===== src/scba_pkg.sv =====
// Package for the size-class buffer allocator: command and result types,
// function, status, class and register codes. No dependencies.
`timescale 1ns / 1ps
`default_nettype none

package scba_pkg;

   localparam int SMALL_SLOTS_DEF  = 4;
   localparam int MEDIUM_SLOTS_DEF = 4;
   localparam int LARGE_SLOTS_DEF  = 2;

   localparam int NUM_CLASSES = 3;
   localparam int MAP_W       = 8;
   localparam int LIMIT_W     = 16;
   localparam int COUNT_W     = 32;
   localparam int INUSE_W     = 4;
   localparam int CSR_INDEX_W = 2;

   // command codes
   localparam logic [1:0] FUNC_ACQUIRE = 2'd0;
   localparam logic [1:0] FUNC_RELEASE = 2'd1;
   localparam logic [1:0] FUNC_CLEAR   = 2'd2;
   localparam logic [1:0] FUNC_READ    = 2'd3;

   // status codes
   localparam logic [2:0] STATUS_OK        = 3'd0;
   localparam logic [2:0] STATUS_EXHAUSTED = 3'd1;
   localparam logic [2:0] STATUS_TOO_LARGE = 3'd2;
   localparam logic [2:0] STATUS_DOUBLE    = 3'd3;
   localparam logic [2:0] STATUS_FOREIGN   = 3'd4;
   localparam logic [2:0] STATUS_NULL      = 3'd5;

   // class codes
   localparam logic [1:0] CLASS_SMALL   = 2'd0;
   localparam logic [1:0] CLASS_MEDIUM  = 2'd1;
   localparam logic [1:0] CLASS_LARGE   = 2'd2;
   localparam logic [1:0] CLASS_FOREIGN = 2'd3;

   // configuration register indexes
   localparam logic [CSR_INDEX_W-1:0] REG_SMALL_LIMIT  = 2'd0;
   localparam logic [CSR_INDEX_W-1:0] REG_MEDIUM_LIMIT = 2'd1;
   localparam logic [CSR_INDEX_W-1:0] REG_LARGE_LIMIT  = 2'd2;

   localparam logic [LIMIT_W-1:0] SMALL_LIMIT_RST  = 16'd64;
   localparam logic [LIMIT_W-1:0] MEDIUM_LIMIT_RST = 16'd256;
   localparam logic [LIMIT_W-1:0] LARGE_LIMIT_RST  = 16'd1024;

   // counter read indexes
   localparam logic [3:0] CNT_SMALL_ACQ   = 4'd0;
   localparam logic [3:0] CNT_SMALL_REL   = 4'd1;
   localparam logic [3:0] CNT_SMALL_USE   = 4'd2;
   localparam logic [3:0] CNT_MEDIUM_ACQ  = 4'd3;
   localparam logic [3:0] CNT_MEDIUM_REL  = 4'd4;
   localparam logic [3:0] CNT_MEDIUM_USE  = 4'd5;
   localparam logic [3:0] CNT_LARGE_ACQ   = 4'd6;
   localparam logic [3:0] CNT_LARGE_REL   = 4'd7;
   localparam logic [3:0] CNT_LARGE_USE   = 4'd8;
   localparam logic [3:0] CNT_FAILURE     = 4'd9;
   localparam logic [3:0] CNT_INVALID_REL = 4'd10;

   typedef struct packed {
      logic [1:0]  func;
      logic [15:0] request_size;
      logic [1:0]  release_class;
      logic [2:0]  release_slot;
      logic        release_null;
      logic [3:0]  counter_index;
   } req_type;

   typedef struct packed {
      logic [2:0]  status;
      logic [1:0]  granted_class;
      logic [2:0]  granted_slot;
      logic [31:0] counter_value;
   } rsp_type;

endpackage

`default_nettype wire


===== src/size_class_buffer_allocator_core.sv =====
// Size-class buffer allocator core: three bitmap-tracked classes plus statistics.
// Depends on scba_pkg.
`timescale 1ns / 1ps
`default_nettype none

// A command is taken on any cycle with start high; busy never rises, so one
// command per clock is sustained. Each command yields exactly one result on
// rsp_data, marked by a one-cycle rsp_strobe; the command passes the command
// register, then the allocate/release logic into the result register.
// Results cannot be held off. The size limits are
// written over the csr port, which is always ready; write them only while no
// command is in flight. Slot counts per class are set by SMALL_SLOTS,
// MEDIUM_SLOTS and LARGE_SLOTS (1 to 8).
module size_class_buffer_allocator_core #(
   parameter int SMALL_SLOTS  = scba_pkg::SMALL_SLOTS_DEF,
   parameter int MEDIUM_SLOTS = scba_pkg::MEDIUM_SLOTS_DEF,
   parameter int LARGE_SLOTS  = scba_pkg::LARGE_SLOTS_DEF
) (
   input  wire logic                                clock,
   input  wire logic                                reset,
   input  wire logic                                start,
   output logic                                     busy,
   input  wire scba_pkg::req_type                   req_data,
   output logic                                     rsp_strobe,
   output scba_pkg::rsp_type                        rsp_data,
   input  wire logic                                csr_valid,
   output logic                                     csr_ready,
   input  wire logic [scba_pkg::CSR_INDEX_W-1:0]    csr_index,
   input  wire logic [scba_pkg::LIMIT_W-1:0]        csr_data
);
   import scba_pkg::*;

   // valid-slot masks per class, built from the slot counts
   localparam logic [MAP_W-1:0] SLOT_MASK [NUM_CLASSES] = '{
      MAP_W'((9'(1) << SMALL_SLOTS) - 9'(1)),
      MAP_W'((9'(1) << MEDIUM_SLOTS) - 9'(1)),
      MAP_W'((9'(1) << LARGE_SLOTS) - 9'(1))
   };

   logic [LIMIT_W-1:0] small_limit_ff, medium_limit_ff, large_limit_ff;

   logic    req_valid_ff;
   req_type req_ff;

   logic    rsp_strobe_ff;
   rsp_type rsp_ff, rsp_in;

   logic [MAP_W-1:0]   map_ff   [NUM_CLASSES];
   logic [MAP_W-1:0]   map_in   [NUM_CLASSES];
   logic [COUNT_W-1:0] acq_ff   [NUM_CLASSES];
   logic [COUNT_W-1:0] acq_in   [NUM_CLASSES];
   logic [COUNT_W-1:0] rel_ff   [NUM_CLASSES];
   logic [COUNT_W-1:0] rel_in   [NUM_CLASSES];
   logic [INUSE_W-1:0] inuse_ff [NUM_CLASSES];
   logic [INUSE_W-1:0] inuse_in [NUM_CLASSES];
   logic [COUNT_W-1:0] fail_ff, fail_in;
   logic [COUNT_W-1:0] invalid_ff, invalid_in;

   // per-class lanes
   logic             free_found [NUM_CLASSES];
   logic [2:0]       free_slot  [NUM_CLASSES];
   logic             slot_ok    [NUM_CLASSES];
   logic             slot_busy  [NUM_CLASSES];

   logic             fits;
   logic [1:0]       acq_class;

   assign busy       = 1'b0;
   assign csr_ready  = 1'b1;
   assign rsp_strobe = rsp_strobe_ff;
   assign rsp_data   = rsp_ff;

   // lowest free slot, slot range and busy bit per class
   always_comb begin
      for (int c = 0; c < NUM_CLASSES; c++) begin
         free_found[c] = 1'b0;
         free_slot[c]  = 3'd0;
         for (int i = MAP_W - 1; i >= 0; i--) begin
            if (SLOT_MASK[c][i] && !map_ff[c][i]) begin
               free_found[c] = 1'b1;
               free_slot[c]  = 3'(i);
            end
         end
         slot_ok[c]   = SLOT_MASK[c][req_ff.release_slot];
         slot_busy[c] = map_ff[c][req_ff.release_slot];
      end
   end

   // class selection: tests run small, medium, large in that order
   always_comb begin
      fits      = 1'b1;
      acq_class = CLASS_SMALL;
      if (req_ff.request_size <= small_limit_ff) begin
         acq_class = CLASS_SMALL;
      end else if (req_ff.request_size <= medium_limit_ff) begin
         acq_class = CLASS_MEDIUM;
      end else if (req_ff.request_size <= large_limit_ff) begin
         acq_class = CLASS_LARGE;
      end else begin
         fits = 1'b0;
      end
   end

   always_comb begin
      rsp_in     = '0;
      map_in     = map_ff;
      acq_in     = acq_ff;
      rel_in     = rel_ff;
      inuse_in   = inuse_ff;
      fail_in    = fail_ff;
      invalid_in = invalid_ff;

      if (req_valid_ff) begin
         case (req_ff.func)
            FUNC_ACQUIRE: begin
               if (!fits) begin
                  rsp_in.status = STATUS_TOO_LARGE;
                  fail_in       = fail_ff + 32'd1;
               end else if (!free_found[acq_class]) begin
                  rsp_in.status = STATUS_EXHAUSTED;
                  fail_in       = fail_ff + 32'd1;
               end else begin
                  map_in[acq_class][free_slot[acq_class]] = 1'b1;
                  acq_in[acq_class]   = acq_ff[acq_class] + 32'd1;
                  inuse_in[acq_class] = inuse_ff[acq_class] + 4'd1;
                  rsp_in.granted_class = acq_class;
                  rsp_in.granted_slot  = free_slot[acq_class];
               end
            end
            FUNC_RELEASE: begin
               if (req_ff.release_null) begin
                  rsp_in.status = STATUS_NULL;
               end else if (req_ff.release_class == CLASS_FOREIGN) begin
                  rsp_in.status = STATUS_FOREIGN;
                  invalid_in    = invalid_ff + 32'd1;
               end else if (!slot_ok[req_ff.release_class]) begin
                  rsp_in.status = STATUS_FOREIGN;
                  invalid_in    = invalid_ff + 32'd1;
               end else if (!slot_busy[req_ff.release_class]) begin
                  rsp_in.status = STATUS_DOUBLE;
                  invalid_in    = invalid_ff + 32'd1;
               end else begin
                  map_in[req_ff.release_class][req_ff.release_slot] = 1'b0;
                  rel_in[req_ff.release_class] = rel_ff[req_ff.release_class] + 32'd1;
                  // in-use count saturates at zero
                  if (inuse_ff[req_ff.release_class] != 4'd0) begin
                     inuse_in[req_ff.release_class] = inuse_ff[req_ff.release_class] - 4'd1;
                  end
               end
            end
            FUNC_CLEAR: begin
               for (int c = 0; c < NUM_CLASSES; c++) begin
                  acq_in[c] = '0;
                  rel_in[c] = '0;
               end
               fail_in    = '0;
               invalid_in = '0;
            end
            default: begin
               case (req_ff.counter_index)
                  CNT_SMALL_ACQ:   rsp_in.counter_value = acq_ff[0];
                  CNT_SMALL_REL:   rsp_in.counter_value = rel_ff[0];
                  CNT_SMALL_USE:   rsp_in.counter_value = 32'(inuse_ff[0]);
                  CNT_MEDIUM_ACQ:  rsp_in.counter_value = acq_ff[1];
                  CNT_MEDIUM_REL:  rsp_in.counter_value = rel_ff[1];
                  CNT_MEDIUM_USE:  rsp_in.counter_value = 32'(inuse_ff[1]);
                  CNT_LARGE_ACQ:   rsp_in.counter_value = acq_ff[2];
                  CNT_LARGE_REL:   rsp_in.counter_value = rel_ff[2];
                  CNT_LARGE_USE:   rsp_in.counter_value = 32'(inuse_ff[2]);
                  CNT_FAILURE:     rsp_in.counter_value = fail_ff;
                  CNT_INVALID_REL: rsp_in.counter_value = invalid_ff;
                  default:         rsp_in.counter_value = '0;
               endcase
            end
         endcase
      end
   end

   // command register
   always_ff @(posedge clock) begin
      if (reset) begin
         req_valid_ff <= 1'b0;
      end else begin
         req_valid_ff <= start && !busy;
      end
      req_ff <= req_data;
   end

   // result register and allocator state
   always_ff @(posedge clock) begin
      if (reset) begin
         rsp_strobe_ff <= 1'b0;
         for (int c = 0; c < NUM_CLASSES; c++) begin
            map_ff[c]   <= '0;
            acq_ff[c]   <= '0;
            rel_ff[c]   <= '0;
            inuse_ff[c] <= '0;
         end
         fail_ff    <= '0;
         invalid_ff <= '0;
      end else begin
         rsp_strobe_ff <= req_valid_ff;
         map_ff        <= map_in;
         acq_ff        <= acq_in;
         rel_ff        <= rel_in;
         inuse_ff      <= inuse_in;
         fail_ff       <= fail_in;
         invalid_ff    <= invalid_in;
      end
      rsp_ff <= rsp_in;
   end

   // size limits
   always_ff @(posedge clock) begin
      if (reset) begin
         small_limit_ff  <= SMALL_LIMIT_RST;
         medium_limit_ff <= MEDIUM_LIMIT_RST;
         large_limit_ff  <= LARGE_LIMIT_RST;
      end else if (csr_valid && csr_ready) begin
         case (csr_index)
            REG_SMALL_LIMIT:  small_limit_ff  <= csr_data;
            REG_MEDIUM_LIMIT: medium_limit_ff <= csr_data;
            REG_LARGE_LIMIT:  large_limit_ff  <= csr_data;
            default: ;
         endcase
      end
   end

endmodule

`default_nettype wire


===== config.mk =====
export PLATFORM = sky130hd
export DESIGN_NAME = size_class_buffer_allocator_core
export DESIGN_NICKNAME = d
export VERILOG_FILES = /design/src/scba_pkg.sv /design/src/size_class_buffer_allocator_core.sv
export SDC_FILE = /design/constraint.sdc
export NUM_CORES = 1
export LEC_CHECK = 0
export ABC_AREA = 1
export BUFFER_PORTS_ARGS = -buffer_cell sky130_fd_sc_hd__buf_2
export CORE_MARGIN = 3
export CORE_UTILIZATION = 25
export CTS_BUF_LIST = sky130_fd_sc_hd__clkbuf_16
export CTS_CLUSTER_DIAMETER = 150
export DETAILED_ROUTE_END_ITERATION = 10
export PLACE_DENSITY_LB_ADDON = 0.08
export SKIP_CTS_REPAIR_TIMING = 1
export SLEW_MARGIN = 20
export SYNTH_ARGS = -nofsm -noshare
export SYNTH_HDL_FRONTEND = slang
export SYNTH_SLANG_ARGS = --single-unit

===== constraint.sdc =====
create_clock -name clock -period 3.6 [get_ports clock]
set_clock_uncertainty 0.15 [all_clocks]
set_input_delay 0.72 -clock clock [delete_from_list [all_inputs] [get_ports clock]]
set_output_delay 0.72 -clock clock [all_outputs]
set_load 0.1 [all_outputs]

# Word level (Yosys, flattened, before mapping)
# Memory sizes are Yosys's and may differ from the RTL's. A register that Yosys moved wholly into a read port is not among the register bits.
# Cells that the tools add are included.
# word_totals
register_bits	410
mem_bits_ro	16
word_cells	217
memories	2
# op_classes
add_sub_neg	6
magnitude_cmp	11
eq_ne	24
n_mux	117
n_bitwise	6
n_reduce_logical	22
# mem_list
name	depth	width	rd	rd_ports_with_merged_regs	wr	line_no	rtl
(name not given)	8	1	1	1	0	size_class_buffer_allocator_core.sv:84	slot_ok[c] = SLOT_MASK[c][req_ff.release_slot];
(name not given)	8	1	1	1	0	size_class_buffer_allocator_core.sv:84	
# ops
op	n
two-way mux 96 bit	6
two-way mux 32 bit	12
one-hot mux 96 bit (2 select lines)	2
one-hot mux 32 bit (11 select lines)	1
bitwise mux 96 bit	2
two-way mux 24 bit	6
adder 32 x 1 -> 32 bit, second input constant	4
binary-select mux 32 bit (select 2 bit)	2
demux 32 bit (select 2 bit)	2
one-hot mux 32 bit (2 select lines)	2
two-way mux 12 bit	7
less-or-equal comparator 16 bit	3
one-hot mux 24 bit (2 select lines)	1
demux 8 bit (select 2 bit)	2
two-way mux 1 bit	28
bitwise AND 24 bit	1
bitwise mux 12 bit	2
two-way mux 2 bit	12
two-way mux 4 bit	6
NOT 24 bit	1
OR 24 bit	1
one-hot mux 12 bit (2 select lines)	1
two-way mux 3 bit	7
binary-select mux 4 bit (select 2 bit)	2
other kinds (36)	73

# Depth between registers and ports, before layout
# Gate-level depths: netlist of run 1.
# depth
ltp_word	18
mapped_depth	29
mapped_depth_nobuf	28

# Worst setup path before layout of run 1
# No wires, ideal clock.
# synth_path
kind	register to register
from	register small_limit_ff[15]
to	register acq_ff[18] (netlist bit)
setup_ns	0.132
arrival_time_ns	2.844
required_ns	3.318
path_slack_ns	0.474
path_stages_with_launch	22
path_buffers	1
path_cell_list	dfxtp_1 inv_1 ha_1 nand2_1 nor2_1 nand2_1 clkinv_1 nand2_1 a21oi_4 nand3_4 buf_6 o21ai_2 ha_1 nand3_1 inv_1 nand2_1 nor2_4 nand2_1 o21ai_0 nand2_1 nand2_1 a21oi_1
# synth_via
elab_chain_cells	11
word_cells_on_any_way	23
classes_between	add/sub: 1; order compare: 3; eq/ne: 2; mux: 14; bitwise: 1; reduce/logical: 2
# synth_lines
element	line_no	rtl
start, declared	size_class_buffer_allocator_core.sv:40	logic [LIMIT_W-1:0] small_limit_ff, medium_limit_ff, large_limit_ff;
start signal, assigned	size_class_buffer_allocator_core.sv:221	REG_SMALL_LIMIT: small_limit_ff <= csr_data;
less-or-equal comparator 16 bit *	size_class_buffer_allocator_core.sv:93	if (req_ff.request_size <= small_limit_ff) begin
two-way mux 2 bit	size_class_buffer_allocator_core.sv:93	
NOT 2 -> 3 bit (implied by the code)	size_class_buffer_allocator_core.sv:119, size_class_buffer_allocator_core.sv:124	
binary-select mux 32 bit (select 2 bit) (tied with other cells)	size_class_buffer_allocator_core.sv:124	acq_in[acq_class] = acq_ff[acq_class] + 32'd1;
two-way mux 32 bit (implied by the code) / logical AND 1 bit (equally long branches)	size_class_buffer_allocator_core.sv:124	
two-way mux 32 bit (implied by the code)	size_class_buffer_allocator_core.sv:124	
adder 32 x 1 -> 32 bit / demux 32 bit (select 2 bit) (equally long branches)	size_class_buffer_allocator_core.sv:124	
bitwise mux 96 bit	size_class_buffer_allocator_core.sv:124	
two-way mux 96 bit	size_class_buffer_allocator_core.sv:119	end else if (!free_found[acq_class]) begin
two-way mux 96 bit	size_class_buffer_allocator_core.sv:116	if (!fits) begin
one-hot mux 96 bit (2 select lines)	size_class_buffer_allocator_core.sv:114	case (req_ff.func)
end signal, assigned	size_class_buffer_allocator_core.sv:204	acq_ff <= acq_in;
end, declared	size_class_buffer_allocator_core.sv:50	logic [COUNT_W-1:0] acq_ff [NUM_CLASSES];
# Every way passes the cells marked *; elsewhere a longest branch is shown, timed or not. The select of a mux whose other input is x is not followed.
# A chain may end at the register's enable or synchronous reset.

# Worst setup path in the final report of run 1
# layout_path
from	register small_limit_ff[14]
to	register acq_ff[59] (netlist bit)
# The elaborated chain is that of the path after synthesis.

==> results of run 1 <==
-- logic make-up (layout without fill, tap and decap cells) --
family                   after synthesis  after routing  share of synthesized area, %
AND/OR/NAND/NOR                     1519           1520                         28.65
XOR/XNOR                              60             60                         2.390
AO/OA/AOI/OAI                        702            702                         18.32
flip-flops                           411            411                         37.42
adder cells (fa/ha/maj)               57             57                         3.244
buffers and inverters                551            853                         9.941
other                                  2              3                       0.03416
-- critical path: stages, from the launching register on --
cell and delay, ps:
dfxtp_1 310, inv_1 80, ha_4 280, nand2_2 60, nor2_4 120, nand2_2 80
clkinv_1 60, nand2_2 60, a21oi_4 300, buf_12 180, nand2_8 90, buf_6 130
nand2_1 60, nand3_2 80, nand2_2 80, buf_6 90, inv_2 30, nand2_1 40
nand2_1 60, inv_2 110, nand2_4 110, nor3_4 230, buf_6 170, clkbuf_16 190
nand3_1 80, a21oi_1 130
-- synth_stat cells, drive strengths merged (2+ instances only) --
cell     number  share of area (%)
a21boi        2              0.068
or2           3              0.085
clkinv        8               0.14
conb          2              0.034
dfxtp       411                 37
o21ai       139                3.2
a21oi       370                8.5
nor2        262                4.6
a21o          3               0.10
o22ai        65                1.8
ha           57                3.2
a221oi       34                1.4
o221ai        5               0.23
a32o          3               0.14
a31oi        15               0.43
nor3         74                1.9
and2          3              0.085
a41oi         6               0.24
nand4        28               0.80
buf          53                1.4
a211oi        3               0.10
xnor2        19               0.76
clkbuf       90                1.5
o31ai         2              0.068
o21a          6               0.20
a2111oi       7               0.28
nand3       181                4.2
a22oi        17               0.58
nor4         13               0.40
o211ai       18               0.61
inv         400                6.8
nand3b        8               0.27
nand2       943                 16
o311ai        4               0.16
xor2         41                1.6
-- routing by layer --
layer / vias up / share of wire, %
li1: 11360 / -
met1: 10810 / 46
met2: 544 / 46
met3: 127 / 4.8
met4: 0 / 2.7
met5: - / 0
-- power by group through the flow --
stage	Clock, mW	Sequential [mW]	Combinational, mW
3_3_place_gp	0	4.76	1.54
4_1_cts	5.56	4.66	1.54
6_report	5.38	4.67	1.85
5_1_grt	5.72	4.68	2.02
2_1_floorplan	0	4.75	0.849
3_5_place_dp	0	4.76	1.53
-- path summary, 6_finish.rpt --
kind	startpoint	endpoint	slack [ps]	cells after the start
worst min register to register	map_ff[2]	map_ff[2]	290	2
worst max-delay path	small_limit_ff[14]	acq_ff[59]	120	25
worst min-delay path	req_data[19]	req_ff[19]	40	1
worst max register to register	small_limit_ff[14]	acq_ff[59]	120	25
-- flip-flops by register name, indices dropped and copies added, names as in the netlist --
register         flops
rsp_strobe           1
invalid_ff          32
inuse_ff            12
rel_ff              96
req_valid_ff         1
rsp_data            39
slot_ok              2
fail_ff             32
acq_ff              96
map_ff              24
large_limit_ff      16
medium_limit_ff     16
small_limit_ff      16
req_ff              28
-- cell type report --
| class | instances | share of cell area [%] |
|---|---|---|
| repair buffers | 348 | 10.02 |
| clock buffers | 54 | 4.758 |
| multi-input cells | 2342 | 44.37 |
| inverters | 408 | 5.401 |
| clock inverters | 43 | 1.300 |
| flip-flops and latches | 411 | 29.06 |
| well taps | 1155 | 5.088 |
-- stage by stage --
| stage | setup slack [ps] | instances | total power, mW | util, % |
|---|---|---|---|---|
| 6_report | 120.8 | 4761 | 11.91 | 32.64 |
| 5_1_grt | -49.65 | 4761 | 12.41 | 32.64 |
| 4_1_cts | -210.3 | 4729 | 11.76 | 30.93 |
| 3_5_place_dp | -152.8 | 4632 | 6.291 | 28.95 |
| 3_3_place_gp | -168.2 | 4632 | 6.308 | 28.95 |
| 2_1_floorplan | 474.1 | 3303 | 5.603 | - |
==> metrics.txt, run 1 <==
detailed-router iteration count before antenna repair 7; via/cell ratio between 4 and 5; fillers 9,669; TritonCTS Sinks 411; outcome finished, final reports clean; CTS Buf Count 53; Tightest Pin Transition 1102 ps; GRT Total Usage between 20% and 30%; fin crit share 96.64%; CTS Buffer Depth 3; first-pass GRT wire length 145.7 mm; Most used DFF post-synth dfxtp_1; sequential-to-total area share from yosys stat 37.42%; unrepaired setup endpoints after global routing true; final-stage net count ~3,700; Worst setup SP type flop; Starting Density about a quarter; Clock transition at path regs about 70 ps; Worst slew margin 26.57%; I/O pins 93; synthesized area per cell 6.659 um^2; area growth from synthesis to layout 29.18%; P_leak 10.57 nW; GRT met1 Usage 28.32%; Int Power 8.376 mW; diode count 0; GRT met3 Usage 2.841%; Post-synth ARST share 0%; Sequential Power Share roughly 39%; count of buffers from port buffering 89; Initial DRC Count 1,666; Die H 302.6 um; Die Span X 302.6 um; worst hold slack between 30 and 40 ps; switching power 3.531 mW; Setup violations, final 0; clk_lat worst skew 640 ps; largest net degree at the start of global routing around 170; share of layout cells above drive strength 1 between 10% and 20%; Comb power frac around 16%; antenna-violating nets left 0; register area 8254 um^2; CP Capture Type flop; Crit Path Class flop to flop; cells after synthesis 3,302; Critical Path AT 3850 ps; grt ovf 0; Core Box Area 87,020 um^2; switching share of power between 20% and 30%; wire per inst 21.08 um; Peak VDD IR 0.0003309 V; Hold Violations, Final 0; Max FO, Critical Path 8; die area about 92,000 um^2; commonest non-fill, non-tap cells in the layout 864 x nand2_1, 392 x dfxtp_1, 379 x inv_1; routed wire length 100.4 mm; Netlist cell types 60; final instance area 28,400 um^2; RePlAce Congestion slightly below 0.9; DRC 0; Worst Path Required 3970 ps; CTS H-tree lvls 2; Top Usage Layer GRT met2; Seq cells post-synth 411; TritonCTS clock tree done; vias in the first global route 22,290; Clk pwr share 45.2%; area of the multi-input gates 12,600 um^2; Clock Tree Root clkbuf_16; Synth warnings 0; Hold WC Path Type input pin to flop; met2 Usage GRT between 30% and 40%; Cell Pwr Density around 420 nW/um^2; crit path time final around 3500 ps; max-slew violation count 0; most common cell after layout, fill and taps aside nand2_1; routed vias ~23,000; Setup TNS 0 ps; post-placement cell area 25,200 um^2; post-DP HPWL 72.72 mm; Synth Cell Area approximately 22,000 um^2; initial antenna violation count 4; # rows 108; Achievable Freq approximately 290 MHz; MaxCap Viol Count 0; Post-synth EDFFs 0
Power figures use the tool's default switching activity.
==> inputs of run 2 (changes only) <==
--- a/config.mk
+++ b/config.mk
@@ -13,7 +13,6 @@
 export CTS_CLUSTER_DIAMETER = 150
 export DETAILED_ROUTE_END_ITERATION = 10
 export PLACE_DENSITY_LB_ADDON = 0.08
-export SKIP_CTS_REPAIR_TIMING = 1
 export SLEW_MARGIN = 20
 export SYNTH_ARGS = -nofsm -noshare
 export SYNTH_HDL_FRONTEND = slang
==> constraint.sdc (replaced) <==
create_clock -name clock -period 3.77 [get_ports clock]
set_clock_uncertainty 0.15 [all_clocks]
set_input_delay 0.754 -clock clock [delete_from_list [all_inputs] [get_ports clock]]
set_output_delay 0.754 -clock clock [all_outputs]
set_load 0.1 [all_outputs]
==> metrics.txt, run 2 (same netlist as run 1, synthesis figures left out) <==
# rows approximately 110; grt ovf 0; critical path cell sequence inv_1 -> ha_1 -> nand2_1 -> nor2_1 -> nand2_2 -> clkinv_1 -> nand2_1 -> a21oi_4 -> buf_4 -> nand3_4 -> buf_6 -> clkbuf_16 -> nand3_1 -> nand2_2 -> nor2_2 -> nand2_1 -> nor2_4 -> nand2_4 -> xor2_2 -> buf_4 -> nand2_1 -> a21oi_1; unrepaired setup endpoints after global routing true; TritonCTS Sinks between 400 and 500; Starting Density 25.27%; reg2reg setup slack 200 ps; crit path time final around 3600 ps; worst hold slack 81.22 ps; Hold Violations, Final 0; MaxCap Viol Count 0; Worst Path Required approximately 4100 ps; CTS Buffer Depth 3; Max FO, Critical Path 6; count of buffers from port buffering 89; DRC 0; CP dominant cell by count nand2_1; Tightest Pin Transition 992.9 ps; CTS Buf Count 51; Clock transition at path regs around 60 ps; WHS Endpoint req_ff[2]; diode count 0; die area 91,540 um^2; post-placement cell area 24,610 um^2; first-pass GRT wire length 143.1 mm; Worst Path Buf+Inv 6; commonest non-fill, non-tap cells in the layout 927 x nand2_1, 410 x dfxtp_1, 396 x inv_1; CTS H-tree lvls 2; Achievable Freq 280.5 MHz; area growth from synthesis to layout 21.65%; GRT Total Usage just over 20%; Crit Path Class flop to flop; worst hold start req_data[2]; Cell Pwr Density roughly 410 nW/um^2; via/cell ratio 4.769; largest net degree at the start of global routing 166; WHS Path Cells 1; fin crit share between 90 and 100%; clk_lat worst skew 620 ps; Hold WC Path Type input pin to flop; vias in the first global route about 22,000; Worst slew margin 33.74%; TritonCTS clock tree done; Core Box Area between 80,000 and 90,000 um^2; final-stage net count about 3,600; CTS Hold Bufs 0; Setup TNS 0 ps; Clock Tree Root clkbuf_16; max-slew violation count 0; CP Capture Type flop; initial antenna violation count 5; FF-to-FF End acq_ff[16]; routed vias 22,260; Worst R2R Path Depth 22; post-DP HPWL 72.23 mm; Peak VDD IR 0.0002934 V; P_leak 9.949 nW; Worst path top cell family by delay simple AND/OR/NAND/NOR gates; Critical Path AT roughly 3900 ps; most common cell after layout, fill and taps aside nand2_1; CP max stage delay 310 ps; routed wire length 97.85 mm; RePlAce Congestion between 0.8 and 0.9; final setup margin approximately 200 ps; I/O pins 93; antenna-violating nets left 0; Initial DRC Count 1,545; final instance area between 20,000 and 30,000 um^2; Worst setup SP type flop; wire per inst between 20 and 25 um; Die Span X 302.6 um; worst r2r src small_limit_ff[11]; share of layout cells above drive strength 1 between 10 and 15%; slowest CP cell dfxtp_1; detailed-router iteration count before antenna repair 5; outcome finished, final reports clean; Die H 302.6 um; pre-CTS setup slack 79.96 ps; Setup violations, final 0
run 2: per-stage QoR:
step	util (%)	cells	power, mW
after floorplan	-	3303	5.350
after global placement	28.28	4557	5.922
after detailed placement	28.28	4557	5.906
after CTS	30.23	4651	11.11
after global routing	30.74	4668	11.55
final	30.74	4668	11.06
run 2: area by class of cell:
class | count | area (um^2)
fillers | 9699 | 60280
multi-input cells | 2341 | 11810
flip-flops and latches | 411 | 8229
repair buffers | 259 | 2036
inverters | 408 | 1531
well taps | 1155 | 1445
clock buffers | 53 | 1326
clock inverters | 41 | 374.1
run 2: what timing repair did:
action,in CTS,in global routing
hold endpoints to repair,0,0
setup buffers,0,13
setup endpoints to repair,0,140
resized for setup,0,66
run 2: report_power, final:
part           switching [mW]  internal [mW]  leakage (nW)
logic                    1.00          0.475          5.74
registers              0.0439           4.41          3.33
clock network            2.12           3.01         0.877
total                    3.16           7.89          9.95
run 2: per-layer routing:
layer	vias up	GRT usage (%)	routed length (um)
met3	126	2.583	4830
met2	546	34.55	45210
met1	10410	28.18	45100
met4	4	5.706	2681
li1	11180	-	-
met5	-	0	24
run 2: worst max path at each step:
stage,from,to,cells past startpoint
after floorplan,small_limit_ff[15],acq_ff[18],21
after global placement,medium_limit_ff[5],acq_ff[81],21
after detailed placement,small_limit_ff[11],acq_ff[79],21
after CTS,small_limit_ff[11],acq_ff[79],21
after global routing,medium_limit_ff[5],acq_ff[90],22
final,small_limit_ff[11],acq_ff[16],22
==> inputs of run 3 (changes only) <==
--- a/config.mk
+++ b/config.mk
@@ -6,8 +6,8 @@
 export NUM_CORES = 1
 export LEC_CHECK = 0
 export ABC_AREA = 1
+export ABC_CLOCK_PERIOD_IN_PS = 3770
 export BUFFER_PORTS_ARGS = -buffer_cell sky130_fd_sc_hd__buf_2
-export CORE_MARGIN = 3
 export CORE_UTILIZATION = 25
 export CTS_BUF_LIST = sky130_fd_sc_hd__clkbuf_16
 export CTS_CLUSTER_DIAMETER = 150
==> constraint.sdc (replaced) <==
create_clock -name clock -period 3.77 [get_ports clock]
set_clock_uncertainty 0.15 [all_clocks]
set_input_delay 0.1885 -clock clock [delete_from_list [all_inputs] [get_ports clock]]
set_output_delay 0.1885 -clock clock [all_outputs]
set_load 0.1 [all_outputs]
==> metrics.txt, run 3 (same netlist as run 1, synthesis figures left out) <==
DRC 0; Comb power frac between 10 and 15%; Critical Path AT 3960 ps; Int Power ~8 mW; switching share of power 28.75%; final-stage net count between 3,000 and 4,000; antenna-violating nets left 0; die area a little under 90,000 um^2; FF-to-FF End acq_ff[86]; CTS Buf Count 51; routed wire length 97.48 mm; outcome finished, final reports clean; Worst R2R Path Depth 19; reg2reg setup slack 130 ps; Clk pwr share about 46%; most common cell after layout, fill and taps aside nand2_1; CP Capture Type flop; GRT Total Usage 21.45%; WHS Path Cells 2; first-pass GRT wire length 144.8 mm; WHS Endpoint req_ff[20]; Worst Path Required between 4000 and 5000 ps; unrepaired setup endpoints after global routing true; Hold WC Path Type input pin to flop; Setup violations, final 0; worst hold start req_data[20]; area growth from synthesis to layout 23.34%; worst r2r src req_ff[23]; crit path time final approximately 3600 ps; Die H 298.6 um; Clock transition at path regs 60 ps; Starting Density 25.31%; detailed-router iteration count before antenna repair 5; TritonCTS clock tree done; Tightest Pin Transition 888.5 ps; Cell Pwr Density 407.5 nW/um^2; Inst Count DP 4,551; max-slew violation count 0; Initial DRC Count between 1,500 and 2,000; via/cell ratio between 4 and 5; Worst slew margin 40.70%; commonest non-fill, non-tap cells in the layout 933 x nand2_1, 411 x dfxtp_1, 393 x inv_1; Setup TNS 0 ps; I/O pins 93; # rows 108; pre-CTS setup slack 19.73 ps; fin crit share 96.57%; Die Span X between 200 and 300 um; TritonCTS Sinks just over 400; initial antenna violation count 2; count of buffers from port buffering 89; Achievable Freq 274.7 MHz; post-placement cell area 24,590 um^2; MaxCap Viol Count 0; CTS Buffer Depth 3; share of layout cells above drive strength 1 11.57%; post-DP HPWL 71.29 mm; vias in the first global route 21,930; Sequential Power Share 40.3%; CTS H-tree lvls 2; grt ovf 0; routed vias 22,380; Clock Tree Root clkbuf_16; diode count 0; Core Box Area ~87,000 um^2; Peak VDD IR 0.0003232 V; P_leak 10.06 nW; largest net degree at the start of global routing 120; switching power 3.177 mW; Hold Violations, Final 0; clk_lat worst skew 630 ps; Worst setup SP type flop; wire per inst 20.71 um; post-route insts no fill 4,706; RePlAce Congestion 0.8817; Max FO, Critical Path 21; final setup margin 129.5 ps; final instance area 27,120 um^2; Crit Path Class flop to flop
==> run 3: metrics by stage <==
stage / hold slack (ps) / power [mW] / utilization (%)
floorplan: 66.22 / 5.350 / -
global placement: 141.1 / 5.935 / 28.30
detailed placement: 142.6 / 5.920 / 28.30
CTS: 1.210 / 11.16 / 30.88
global route: 33.50 / 11.53 / 31.21
finish: 46.58 / 11.05 / 31.21
==> run 3: power by group through the flow <==
| stage | clock (mW) | sequential, mW | combinational, mW |
|---|---|---|---|
| after global routing | 5.43 | 4.46 | 1.64 |
| after CTS | 5.28 | 4.45 | 1.42 |
| after detailed placement | 0 | 4.55 | 1.37 |
| after floorplan | 0 | 4.54 | 0.811 |
| final | 5.12 | 4.45 | 1.48 |
| after global placement | 0 | 4.55 | 1.39 |
==> run 3: how the worst max path moves through the flow <==
stage / cells past startpoint / to / from / slack (ps)
after floorplan: 21 / acq_ff[18] / small_limit_ff[15] / 640
after global placement: 24 / acq_ff[45] / medium_limit_ff[7] / -110
after detailed placement: 24 / acq_ff[77] / small_limit_ff[11] / 20
after CTS: 24 / acq_ff[77] / small_limit_ff[11] / 20
after global routing: 23 / acq_ff[16] / small_limit_ff[5] / -50
final: 19 / acq_ff[86] / req_ff[23] / 130
==> run 3: per-layer routing <==
metal / global-route usage (%) / vias up / share of wire (%)
li1: - / 11250 / -
met1: 28.74 / 10530 / 46
met2: 35.80 / 465 / 47
met3: 2.515 / 130 / 3.9
met4: 6.703 / 2 / 3.1
met5: 0 / - / 0.013
==> run 3: timing repair <==
action | 4_1_cts | 5_1_grt
endpoints found under the setup margin | 3 | 129
gates resized for setup | 1 | 55
endpoints found under the hold margin | 136 | 0
gates cloned | 0 | 1
pin swaps | 0 | 10
setup buffers | 0 | 8
hold buffers | 54 | 0
==> run 3: layout make-up <==
| cell class | count | area, um^2 |
|---|---|---|
| Clock buffer | 52 | 1301 |
| Clock inverter | 40 | 391.6 |
| Fill cell | 9626 | 59770 |
| Inverter | 408 | 1531 |
| Multi-Input combinational cell | 2341 | 11770 |
| Sequential cell | 411 | 8228 |
| Tap cell | 1155 | 1445 |
| Timing Repair Buffer | 299 | 2454 |
==> run 3: critical path: stages, from the launching register on <==
cell	delay, ps
dfxtp_1	390
ha_1	260
a21oi_1	230
o21ai_1	90
a21oi_1	230
a21oi_4	130
buf_4	160
nand3_4	80
buf_12	140
buf_12	170
nor2_1	80
inv_1	60
nand2_1	120
nor2_2	230
nand2_1	130
nor2_2	220
buf_4	160
nand4_1	200
nand3_1	150
a21oi_1	70
